<file path="src/hdl/srse_pkg.sv">
// Shared constants, codes and handshake types of the sorted range set engine.
`timescale 1ns / 1ps

package srse_pkg;

    localparam int DATA_W    = 64;
    localparam int SEG_CAP   = 256;
    localparam int IDX_W     = $clog2(SEG_CAP);
    localparam int CNT_W     = $clog2(SEG_CAP + 1);
    localparam int HIST_BINS = 64;
    localparam int HBIN_W    = (HIST_BINS > 1) ? $clog2(HIST_BINS) : 1;
    localparam int HCNT_W    = CNT_W;

    localparam logic [2:0] ACT_ADD      = 3'd0;
    localparam logic [2:0] ACT_REMOVE   = 3'd1;
    localparam logic [2:0] ACT_CLEAR    = 3'd2;
    localparam logic [2:0] ACT_CONTAINS = 3'd3;
    localparam logic [2:0] ACT_LBOUND   = 3'd4;
    localparam logic [2:0] ACT_HIST     = 3'd5;
    localparam logic [2:0] ACT_VACATE   = 3'd6;

    localparam logic [2:0] ST_OK        = 3'd0;
    localparam logic [2:0] ST_OVERLAP   = 3'd1;
    localparam logic [2:0] ST_UNTRACKED = 3'd2;
    localparam logic [2:0] ST_FULL      = 3'd3;
    localparam logic [2:0] ST_BADSIZE   = 3'd4;

    localparam logic [1:0] HOP_INC  = 2'd0;
    localparam logic [1:0] HOP_DEC  = 2'd1;
    localparam logic [1:0] HOP_PEEK = 2'd2;

    typedef struct packed {
        logic              valid;
        logic [1:0]        op;
        logic [DATA_W-1:0] size;
        logic [HBIN_W-1:0] bin;
        logic              clr;
    } hist_req_t;

    typedef struct packed {
        logic              busy;
        logic              peek_valid;
        logic [HCNT_W-1:0] count;
    } hist_rsp_t;

endpackage

</file>
<file path="src/hdl/srse_ram.sv">
// Generic single-clock RAM: one write port, one registered read port.
`timescale 1ns / 1ps

module srse_ram #(
    parameter int WIDTH = 64,
    parameter int DEPTH = 256,
    localparam int AW = (DEPTH > 1) ? $clog2(DEPTH) : 1
) (
    input  logic             aclk,
    input  logic             we,
    input  logic [AW-1:0]    waddr,
    input  logic [WIDTH-1:0] wdata,
    input  logic             re,
    input  logic [AW-1:0]    raddr,
    output logic [WIDTH-1:0] rdata
);

    logic [WIDTH-1:0] mem_reg [DEPTH];
    logic [WIDTH-1:0] rdata_reg;

    always_ff @(posedge aclk) begin
        if (we) begin
            mem_reg[waddr] <= wdata;
        end
        if (re) begin
            rdata_reg <= mem_reg[raddr];
        end
    end

    assign rdata = rdata_reg;

endmodule

</file>
<file path="src/hdl/srse_hist.sv">
// Size histogram: bin memory with valid bits and a read-modify-write pipeline.
`timescale 1ns / 1ps

module srse_hist (
    input  logic                aclk,
    input  logic                aresetn,
    input  srse_pkg::hist_req_t req,
    output srse_pkg::hist_rsp_t rsp
);

    logic                          a_v_reg;
    logic [1:0]                    a_op_reg;
    logic [srse_pkg::DATA_W-1:0]   a_size_reg;
    logic [srse_pkg::HBIN_W-1:0]   a_bin_reg;
    logic                          b_v_reg;
    logic [1:0]                    b_op_reg;
    logic [srse_pkg::HBIN_W-1:0]   b_bin_reg;
    logic                          lw_v_reg;
    logic [srse_pkg::HBIN_W-1:0]   lw_bin_reg;
    logic [srse_pkg::HCNT_W-1:0]   lw_cnt_reg;
    logic [srse_pkg::HIST_BINS-1:0] hv_reg;

    logic [srse_pkg::HBIN_W-1:0]   a_sel;
    logic [srse_pkg::HCNT_W-1:0]   rdata;
    logic [srse_pkg::HCNT_W-1:0]   base;
    logic [srse_pkg::HCNT_W-1:0]   upd;
    logic                          we;

    // floor(log2 x); zero maps to bin zero
    function automatic logic [5:0] lead_one(input logic [63:0] x);
        logic [5:0] r;
        r = 6'd0;
        for (int i = 1; i < 64; i++) begin
            if (x[i]) r = 6'(i);
        end
        return r;
    endfunction

    always_comb begin
        logic [5:0] l;
        l = lead_one(a_size_reg);
        if (a_op_reg == srse_pkg::HOP_PEEK) begin
            a_sel = a_bin_reg;
        end else if (int'(l) >= srse_pkg::HIST_BINS) begin
            a_sel = srse_pkg::HBIN_W'(srse_pkg::HIST_BINS - 1);
        end else begin
            a_sel = srse_pkg::HBIN_W'(l);
        end
    end

    always_comb begin
        if (lw_v_reg && lw_bin_reg == b_bin_reg) begin
            base = lw_cnt_reg;
        end else if (hv_reg[b_bin_reg]) begin
            base = rdata;
        end else begin
            base = '0;
        end
        case (b_op_reg)
            srse_pkg::HOP_INC: upd = base + srse_pkg::HCNT_W'(1);
            srse_pkg::HOP_DEC: upd = (base != '0) ? base - srse_pkg::HCNT_W'(1) : base;
            default:           upd = base;
        endcase
        we = b_v_reg && (b_op_reg != srse_pkg::HOP_PEEK);
    end

    srse_ram #(
        .WIDTH(srse_pkg::HCNT_W),
        .DEPTH(srse_pkg::HIST_BINS)
    ) u_bins (
        .aclk  (aclk),
        .we    (we),
        .waddr (b_bin_reg),
        .wdata (upd),
        .re    (a_v_reg),
        .raddr (a_sel),
        .rdata (rdata)
    );

    always_ff @(posedge aclk) begin
        if (!aresetn) begin
            a_v_reg  <= 1'b0;
            b_v_reg  <= 1'b0;
            lw_v_reg <= 1'b0;
            hv_reg   <= '0;
        end else begin
            a_v_reg    <= req.valid;
            a_op_reg   <= req.op;
            a_size_reg <= req.size;
            a_bin_reg  <= req.bin;
            b_v_reg    <= a_v_reg;
            b_op_reg   <= a_op_reg;
            b_bin_reg  <= a_sel;
            if (we) begin
                hv_reg[b_bin_reg] <= 1'b1;
                lw_v_reg          <= 1'b1;
                lw_bin_reg        <= b_bin_reg;
                lw_cnt_reg        <= upd;
            end
            if (req.clr) begin
                hv_reg   <= '0;
                lw_v_reg <= 1'b0;
            end
        end
    end

    assign rsp.busy       = a_v_reg || b_v_reg;
    assign rsp.peek_valid = b_v_reg && (b_op_reg == srse_pkg::HOP_PEEK);
    assign rsp.count      = base;

endmodule

</file>
<file path="config.mk">
export PLATFORM = sky130hd
export DESIGN_NAME = srse_hist
export DESIGN_NICKNAME = d
export VERILOG_FILES = /design/src/hdl/srse_pkg.sv /design/src/hdl/srse_ram.sv /design/src/hdl/srse_hist.sv
export SDC_FILE = /design/constraint.sdc
export NUM_CORES = 1
export LEC_CHECK = 0
export BUFFER_PORTS_ARGS = -buffer_cell sky130_fd_sc_hd__buf_2
export CAP_MARGIN = 25
export CORE_UTILIZATION = 35
export CTS_CLUSTER_SIZE = 28
export DETAILED_ROUTE_END_ITERATION = 6
export GPL_TIMING_DRIVEN = 0
export PLACE_DENSITY_LB_ADDON = 0.3
export SLEW_MARGIN = 20
export SYNTH_ARGS = -nofsm -noshare
export SYNTH_HDL_FRONTEND = slang
export SYNTH_SLANG_ARGS = --single-unit
</file>
<file path="constraint.sdc">
create_clock -name aclk -period 13.95 [get_ports aclk]
set_clock_uncertainty 0.05 [all_clocks]
set_input_delay 2.0925 -clock aclk [delete_from_list [all_inputs] [get_ports aclk]]
set_output_delay 2.0925 -clock aclk [all_outputs]
set_load 0.02 [all_outputs]
</file>
* Word level (Yosys, flattened, before mapping)
Memory sizes are Yosys's and may differ from the RTL's. A register that Yosys moved wholly into a read port is not among the register bits.
Cells that the tools add are included.
** Word-level totals
- Bits in registers :: 162
- Memory bits (writable) :: 576
- Input bits :: 76
- Output and inout bits :: 11
- Logic and storage cells :: 106
- Memories kept :: 1
** Memories
- u_bins.mem_reg :: depth 64, width 9, read ports 1, clocked after memory_dff 1, wr ports 1, RTL line srse_ram.sv:18 : logic [WIDTH-1:0] mem_reg [DEPTH];
** Cells by class
- Add/subtract/negate cells :: 2
- $lt $le $gt $ge :: 2
- Equal/unequal tests :: 5
- Muxes and demuxes :: 74
- Bitwise operators :: 2
- Reduce and logical (&&, ||, !) cells :: 9
** Operators with widths (count)
- 2-to-1 mux 6 bit :: 63
- OR 64 bit :: 1
- 2-to-1 mux 9 bit :: 3
- case mux 9 bit (2 select lines) :: 1
- adder 9 x 1 -> 9 bit, second input constant :: 1
- nonzero test 9 bit :: 1
- subtractor 9 x 1 -> 9 bit, second input constant :: 1
- < comparator 6 x 7 -> 1 bit, second input constant :: 1
- binary-select mux 1 bit (select 6 bit) :: 1
- demux 1 bit (select 6 bit) :: 1
- equality test 6 bit :: 1
- >= comparator 6 x 1 -> 1 bit, second input constant :: 1
- 2-to-1 mux 1 bit :: 5
- equality test 2 bit, second input constant :: 2
- logical AND 1 bit :: 4
- equality test 2 x 1 -> 1 bit, second input constant :: 1
- logical NOT 2 bit :: 1
- inequality test 2 bit, second input constant :: 1
- AND reduction 2 bit :: 1
- OR reduction 2 bit :: 1
- logical OR 1 bit :: 1
- NOT 1 bit :: 1

* Logic depth before layout (Yosys ltp)
Gate-level depths: netlist of run 1.
- Depth in word-level cells :: 64
- Mapped depth :: 18
- Mapped depth without buffers :: 14

* Cells and area by module
From an unflattened synthesis of run 1, not the netlist that was laid out.
** Second synthesis, totals
- Cell total of the unflattened synthesis :: 1685
- Area total of the unflattened synthesis :: 29818.6 sq um
** Modules (own cells, without submodules)
- srse_ram :: times used 1, cells each 1020, area an instance 22684.3 sq um, sequential area each 17566.8 sq um
- srse_hist :: times used 1, cells each 665, area an instance 7134.3 sq um, sequential area each 4164.0 sq um

* Worst setup path after synthesis of run 1
Ideal clock, no wire load.
- Kind :: register -> register
- From :: register b_bin_reg[3] (netlist name)
- To :: register lw_cnt_reg[1] (netlist name), data pin
- Arrival :: 5.530 ns
- Data required time :: 13.190 ns
- Path slack :: 7.661 ns
- Stages on the path, launching flop included :: 16
- Period minus slack after synthesis :: 6.289 ns
- Path through :: edfxtp_1 > buf_2 > or3b_2 > clkbuf_1 > o22ai_1 > nor2_1 > o211ai_1 > nor2_4 > buf_2 > nor2_1 > inv_1 > ha_1 > o21ai_2 > nor3b_1 > a21oi_1 > o21ai_0
** RTL lines
- start, declared :: RTL line srse_hist.sv:17 : logic [srse_pkg::HBIN_W-1:0] b_bin_reg;
- start signal, assigned :: RTL line srse_hist.sv:93 : b_bin_reg <= a_sel;
- end signal, assigned :: RTL line srse_hist.sv:98 : lw_cnt_reg <= upd;
- end, declared :: RTL line srse_hist.sv:20 : logic [srse_pkg::HCNT_W-1:0] lw_cnt_reg;

==> flow_summary_export.csv, run 1 <==
group,metric,value,unit
synthesis,ys_ff_latch,746,
global_routing,grt_usage,17.7,%
floorplan,core,0.0841,mm²
routing,wire_per_inst,23.4,µm
clock_tree,clkSinkCount,746,
global_routing,grt_overflow,0,
synthesis,yosys_warnings,0,
global_routing,grt_pass1_vias,17100,
timing,setup_viol,0,
finish,multiInputGateArea,0.00762,mm²
clock_tree,ctsHoldBuffers,0,
routing,drc,0,
finish,largest_register_ffs,576,
clock_tree,root_buffer,"clkbuf_16",
finish,nets,2166,
clock_tree,cts_tree,"done",
synthesis,synth_top_family_by_area,"multiplexers",
timing,finalMaxSlewViolations,0,
routing,first_pass_iters,7,
timing,max_freq,171,MHz
setup_path,crit_path_end_kind,"output pin",
timing,min_period,5.86,ns
synthesis,synth_edf_count,679,
global_routing,grt_pass1_wl,112000,µm
synthesis,synth_top_area_share,68.3,%
floorplan,dieArea,0.0865,mm²
run,maxCapViolCount,0,
synthesis,yosys.area_share.simple,5.72,%
finish,layout.cells.non_filler,3290,
synthesis,synth-adder-area-share,0.0838,%
routing,routed_wl,77100,µm
synthesis,synth_fp_nets,1949,
power_and_ir_drop,p_leak,11.2,nW
setup_path,cp-startpoint,"b_bin_reg[0]",
setup_path,rr_endpoint,"u_bins.mem_reg[58][5]",
synthesis,ys_seq_area_share,72.8,%
placed_design,dp_hpwl,54200,µm
synthesis,postSynthCellCount,1871,
setup_path,critPathTopFamily,"buffers and inverters",
setup_path,arrival,3.71,ns
setup_path,cp-start-kind,"flop",
floorplan,die_w,294,µm
finish,seq_area,0.0217,mm²
placed_design,io_buffers,85,
global_routing,grt_max_degree,66,
hold_path,hold_class,"flop to flop",
setup_path,slowest_stage,"nor2_1",
routing,vias,17200,
routing,drtIter0Drc,1590,
setup_path,worstPathCellList,"buf_2 > buf_6 > clkbuf_1 > mux2i_1 > o22ai_1 > nor2_1 > o211ai_1 > nor2_4 > buf_2 > nor2_1 > buf_2",
placed_design,gp_congestion,0.916,
floorplan,io-pin-count,87,
finish,layout-drive-gt1-share,17.0,%
setup_path,r2r_slack,8.45,ns
clock_tree,cts_buffers,79,
floorplan,rows,106,
synthesis,synthDistinctLibCells,78,
synthesis,synth_top_area_cell,"edfxtp_1",
synthesis,synth.area.mux_share,10.9,%
setup_path,crit_top_cell,"buf_2",
clock_tree,cts_setup_buffers,0,
timing,setup_tns,0,ns
clock_tree,clockBufferDepth,3,
clock_tree,htreeDepth,3,
synthesis,synthXorXnorAreaFrac,0.323,%
setup_path,max_stage_delay,0.50,ns
power_and_ir_drop,p_per_area,138,mW/mm²
run_status,outcome,"completed",
setup_path,cp.required,11.81,ns
clock_tree,cts_resized,0,
finish,nFillCells,7612,
setup_path,r2r-start,"b_bin_reg[0]",
timing,slew_headroom,28.5,%
timing,tightest_slew,1.07,ns
setup_path,crit_type,"flop to output pin",
setup_path,worst-path-max-fanout,10,
routing,vias_per_cell,5.23,
synthesis,synthesis.area,0.0299,mm²
synthesis,ys.flop_type,"edfxtp_1",
synthesis,synth_area_leaders,"edfxtp_1, mux2i_1, dfxtp_1",
hold_path,hold_depth,0,
timing,rsz0062_at_grt,"no",
synthesis,synth_compound_area_share,8.08,%
finish,area_growth,16.8,%
setup_path,crit_buf_inv,5,
floorplan,die_h,294,µm
floorplan,initial_core_util,35.5,%
placed_design,dp_cells,3122,
timing,min_period_over_period,42.0,%
synthesis,synth.avg_cell_area,16.0,µm²
global_routing,antenna_found_initial,6,
clock_tree,cts.clk_slew.worst_paths,0.06,ns
power_and_ir_drop,max-vdd-ir-drop,0.0000685,V
timing,hold_viol_final,0,
hold_path,hold_start,"b_bin_reg[5]",
hold_path,whs_endpoint,"lw_bin_reg[5]",
setup_path,reg2reg_depth,19,
synthesis,synthArstFlopShare,0,%
routing,postRouteAntennaNets,0,
clock_tree,clk_latency,0.62,ns
==> final cells by class <==
type,count,share of cell area (%)
antenna,4,0.0287
timing repair buffer,136,3.01
tap,1134,4.07
sequential,746,62.3
buffer,89,1.58
clock buffer,113,6.36
inverter,19,0.205
multi-input combinational,1017,21.9
clock inverter,32,0.549
==> Yosys cell counts (10+ instances only) <==
cell and instances:
a21oi_1 27, a22oi_1 12, buf_2 32, buf_4 13, buf_6 17, clkbuf_1 26
dfxtp_1 67, edfxtp_1 679, inv_1 16, mux2_2 19, mux2i_1 282, nand2_1 84
nand3_1 18, nand4_1 15, nor2_1 131, nor2b_1 11, nor3_1 26, o211ai_1 10
o21a_1 69, o21ai_0 15, o22ai_1 94, o31a_1 11, o31ai_1 13, or3_1 22
==> per-layer routing <==
| metal | track usage, % | share of wire, % | vias to the layer above |
|---|---|---|---|
| met1 | 23.2 | 43 | 8711 |
| met2 | 28.8 | 48 | 546 |
| met5 | 0 | 0.026 | - |
| met3 | 3.32 | 6.4 | 118 |
| li1 | - | - | 7836 |
| met4 | 7.23 | 3.2 | 4 |
==> report_power, final <==
part / total (mW) / switching [mW] / internal [mW]
combinational: 0.400 / 0.256 / 0.144
sequential: 2.46 / 0.0170 / 2.44
clock: 1.96 / 0.836 / 1.13
==> stage by stage <==
step | utilization (%) | total power [mW] | cell area, µm² | hold WS [ns] | worst slack [ns]
finish | 41.5 | 4.82 | 34900 | 0.399 | 8.09
global route | 41.5 | 4.97 | 34900 | 0.400 | 7.89
CTS | 41.3 | 4.85 | 34700 | 0.396 | 8.09
detailed placement | 38.4 | 2.90 | 32300 | 0.383 | 8.51
global placement | 37.7 | 2.90 | 31700 | 0.377 | 2.57
floorplan | - | 2.75 | 29900 | 0.371 | 7.66
==> worst max path at each step <==
| stage | end | cells past startpoint |
|---|---|---|
| floorplan | lw_cnt_reg[1] | 15 |
| global placement | u_bins.mem_reg[58][1] | 16 |
| detailed placement | u_bins.mem_reg[61][5] | 19 |
| CTS | rsp[2] | 11 |
| global route | rsp[2] | 11 |
| finish | rsp[2] | 11 |
==> cell usage in the layout, fill, tap and decap left out, types with 7 or more instances in the layout <==
cell | netlist | layout
edfxtp_1 | 679 | 679
mux2i_1 | 282 | 282
nor2_1 | 131 | 128
buf_2 | 32 | 116
o22ai_1 | 94 | 94
nand2_1 | 84 | 84
clkbuf_16 | 0 | 82
o21a_1 | 69 | 69
dfxtp_1 | 67 | 67
clkbuf_1 | 26 | 52
buf_4 | 13 | 42
buf_6 | 17 | 28
a21oi_1 | 27 | 26
nor3_1 | 26 | 23
or3_1 | 22 | 22
mux2_2 | 19 | 19
nand3_1 | 18 | 18
inv_1 | 16 | 16
nand4_1 | 15 | 15
o21ai_0 | 15 | 14
o31ai_1 | 13 | 13
clkinv_2 | 0 | 13
clkinv_1 | 0 | 13
nor2b_1 | 11 | 11
o31a_1 | 11 | 11
a22oi_1 | 12 | 11
o211ai_1 | 10 | 10
o221ai_1 | 9 | 9
mux4_2 | 9 | 9
a32oi_1 | 9 | 9
a221oi_1 | 9 | 9
nor4_1 | 8 | 8
a211o_1 | 8 | 8
nand2b_1 | 7 | 7
a22o_1 | 7 | 7
buf_16 | 0 | 7
==> cell families after synthesis <==
| group | Yosys count |
|---|---|
| adder cells (fa/ha/maj) | 2 |
| flip-flops | 746 |
| multiplexers | 312 |
| AND/OR/NAND/NOR | 356 |
| XOR/XNOR | 11 |
| AO/OA/AOI/OAI | 336 |
| buffers and inverters | 108 |
Power figures use the tool's default switching activity.
==> run 2: changes to the inputs <==
--- a/config.mk
+++ b/config.mk
@@ -5,6 +5,7 @@
 export SDC_FILE = /design/constraint.sdc
 export NUM_CORES = 1
 export LEC_CHECK = 0
+export ABC_AREA = 1
 export BUFFER_PORTS_ARGS = -buffer_cell sky130_fd_sc_hd__buf_2
 export CAP_MARGIN = 25
 export CORE_UTILIZATION = 35
==> constraint.sdc (replaced) <==
create_clock -name aclk -period 5.2 [get_ports aclk]
set_clock_uncertainty 0.05 [all_clocks]
set_input_delay 0.78 -clock aclk [delete_from_list [all_inputs] [get_ports aclk]]
set_output_delay 0.78 -clock aclk [all_outputs]
set_load 0.02 [all_outputs]
==> flow_summary_export.csv, run 2 <==
group,metric,value,unit
finish,antennaDiodeCount,0,
global_routing,grt_overflow,0,
placed_design,io_buffers,85,
setup_path,r2r_slack,-0.08,ns
synthesis,synth_area_leaders,"edfxtp_1, nand3_1, nand2_1",
run,maxCapViolCount,0,
setup_path,crit_type,"flop to flop",
setup_path,cp-startpoint,"a_size_reg[3]",
setup_path,max_stage_delay,0.38,ns
setup_path,r2r-start,"a_size_reg[3]",
global_routing,grt_pass1_vias,21900,
synthesis,ys.flop_type,"edfxtp_1",
synthesis,synth_top_area_share,63.0,%
clock_tree,cts_tree,"done",
floorplan,rows,111,
global_routing,grt_usage,20.1,%
power_and_ir_drop,max-vdd-ir-drop,0.000237,V
setup_path,crit_top_cell,"nand2_1",
finish,seq_area,0.0217,mm²
run_status,outcome,"complete, but fails checks",
timing,setup_viol,8,
finish,final_cell_mix,"edfxtp_1, nand2_1, inv_1",
synthesis,ys_seq_area_share,67.1,%
timing,max_freq,189,MHz
timing,min_period_over_period,101,%
power_and_ir_drop,total_power,14.1,mW
placed_design,dp_cells,4372,
setup_path,cp-start-kind,"flop",
timing,setup_ws,-0.0777,ns
finish,multiInputGateArea,0.00963,mm²
routing,wire_per_inst,21.2,µm
synthesis,synth.avg_cell_area,10.6,µm²
floorplan,dieArea,0.0937,mm²
timing,hold_ws,0.250,ns
setup_path,reg2reg_depth,72,
finish,largest_register_ffs,576,
floorplan,die_w,306,µm
timing,rsz0062_at_grt,"yes",
global_routing,grt_max_degree,53,
synthesis,ys_ff_latch,746,
clock_tree,cts.clk_slew.worst_paths,0.06,ns
timing,min_period,5.28,ns
routing,vias_per_cell,5.12,
placed_design,gp_congestion,0.899,
finish,nFillCells,8467,
finish,area_growth,24.4,%
setup_path,slowest_stage,"edfxtp_1",
timing,tightest_slew,1.30,ns
synthesis,synthDistinctLibCells,46,
timing,finalMaxSlewViolations,0,
floorplan,die_h,306,µm
clock_tree,clkSinkCount,746,
routing,vias,23400,
clock_tree,clockBufferDepth,3,
finish,nets,3399,
floorplan,initial_core_util,35.3,%
floorplan,io-pin-count,87,
synthesis,postSynthCellCount,3059,
finish,final_common_cell,"edfxtp_1",
synthesis,synth_top_area_cell,"edfxtp_1",
finish,layout.cells.non_filler,4574,
synthesis,synthesis.area,0.0324,mm²
power_and_ir_drop,p_per_area,351,mW/mm²
synthesis,yosysMostFrequentCell,"edfxtp_1",
clock_tree,clk_latency,0.66,ns
timing,hold_viol_final,0,
finish,layout-drive-gt1-share,17.6,%
setup_path,arrival,5.62,ns
clock_tree,cts_buffers,81,
synthesis,synthArstFlopShare,0,%
routing,drc,0,
setup_path,cp.required,5.55,ns
floorplan,core,0.0917,mm²
clock_tree,root_buffer,"clkbuf_16",
synthesis,synth_fp_nets,3137,
routing,postRouteAntennaNets,0,
global_routing,grt_pass1_wl,140000,µm
clock_tree,htreeDepth,3,
placed_design,dp_hpwl,66300,µm
hold_path,hold_class,"input port to flop",
setup_path,rr_endpoint,"u_bins.rdata[1]",
timing,setup_tns,-0.379,ns
setup_path,crit_path_end_kind,"flop",
setup_path,worst-path-max-fanout,10,
routing,first_pass_iters,6,
synthesis,synth_edf_count,679,
routing,drtIter0Drc,2612,
synthesis,synthTopCellsByCount,"edfxtp_1, nand3_1, nand2_1",
power_and_ir_drop,p_leak,15.9,nW
routing,routed_wl,97100,µm
run_status,violations,"setup timing",
global_routing,antenna_found_initial,4,
timing,slew_headroom,13.0,%
setup_path,setup.worst_path.end,"u_bins.rdata[1]",
synthesis,yosys_warnings,0,
## run 2: changes by cell type after synthesis, moves of 51 or more
cell,delta
nand3b_1,+177
nand2_1,+427
mux2i_1,-282
o21a_1,-64
o22ai_1,-91
nor2_1,+86
nand3_1,+614
clkbuf_1,+51
inv_1,+455
## run 2: worst min path at each step
stage | startpoint | to | slack (ns) | depth (start not counted)
6_report | req[60] | a_size_reg[53] | 0.25 | 1
4_1_cts | req[36] | a_size_reg[29] | 0.23 | 1
3_3_place_gp | b_bin_reg[0] | lw_bin_reg[0] | 0.38 | 0
5_1_grt | req[2] | a_bin_reg[1] | 0.24 | 1
2_1_floorplan | b_bin_reg[0] | lw_bin_reg[0] | 0.37 | 0
3_5_place_dp | b_bin_reg[0] | lw_bin_reg[0] | 0.39 | 0
## run 2: power breakdown
part	internal, mW	leakage, nW	switching (mW)
Sequential	6.55	6.14	0.0372
Clock	3.40	1.30	2.42
Combinational	0.566	8.44	1.15
Total	10.5	15.9	3.61
## run 2: timing repair
| item | 4_1_cts | 5_1_grt |
|---|---|---|
| setup endpoints to repair | 512 | 417 |
| buffers inserted | 26 | 7 |
| resized for setup | 162 | 231 |
| gates cloned | 1 | 11 |
| hold buffers | 0 | 0 |
| pin swaps | 10 | 76 |
## run 2: cell type report
| cell class | count | area share, % |
|---|---|---|
| sequential | 746 | 53.9 |
| tap | 1186 | 3.68 |
| clock inverter | 46 | 1.22 |
| multi-input combinational | 1675 | 23.9 |
| clock buffer | 104 | 5.37 |
| buffer | 149 | 2.64 |
| timing repair buffer | 184 | 4.70 |
| inverter | 484 | 4.54 |
## run 2: through the flow
stage / setup WS, ns / utilization, % / instance area, µm²
finish: -0.0777 / 43.9 / 40300
global route: -0.866 / 43.9 / 40300
CTS: -0.0973 / 42.3 / 38800
detailed placement: -1.23 / 38.5 / 35300
global placement: -4.73 / 37.5 / 34400
floorplan: 0.0240 / - / 32500
## run 2: kinds of logic (layout without fill, tap and decap cells)
family          Yosys count  count (layout)  synth area share, %
simple gates           1594            1596                 23.4
flops                   746             746                 67.1
buf+inv                 640             967                 7.72
compound gates           69              69                 1.51
xor+xnor                  8               8                0.216
fa+ha+maj                 2               2               0.0773
## run 2: layer usage
metal / GRT usage (%) / vias up / part of all wire, %
met5: 0 / - / 0.044
met3: 3.58 / 178 / 8.4
met4: 7.66 / 6 / 3.5
met1: 27.7 / 11400 / 43
li1: - / 10900 / -
met2: 31.4 / 961 / 45
## run 2: critical path: cells and delay by family (launching register included)
kind | cells | cell delay (ns)
and+or+nand+nor | 69 | 4.13
buffers and inverters | 3 | 0.44
DFF | 1 | 0.38
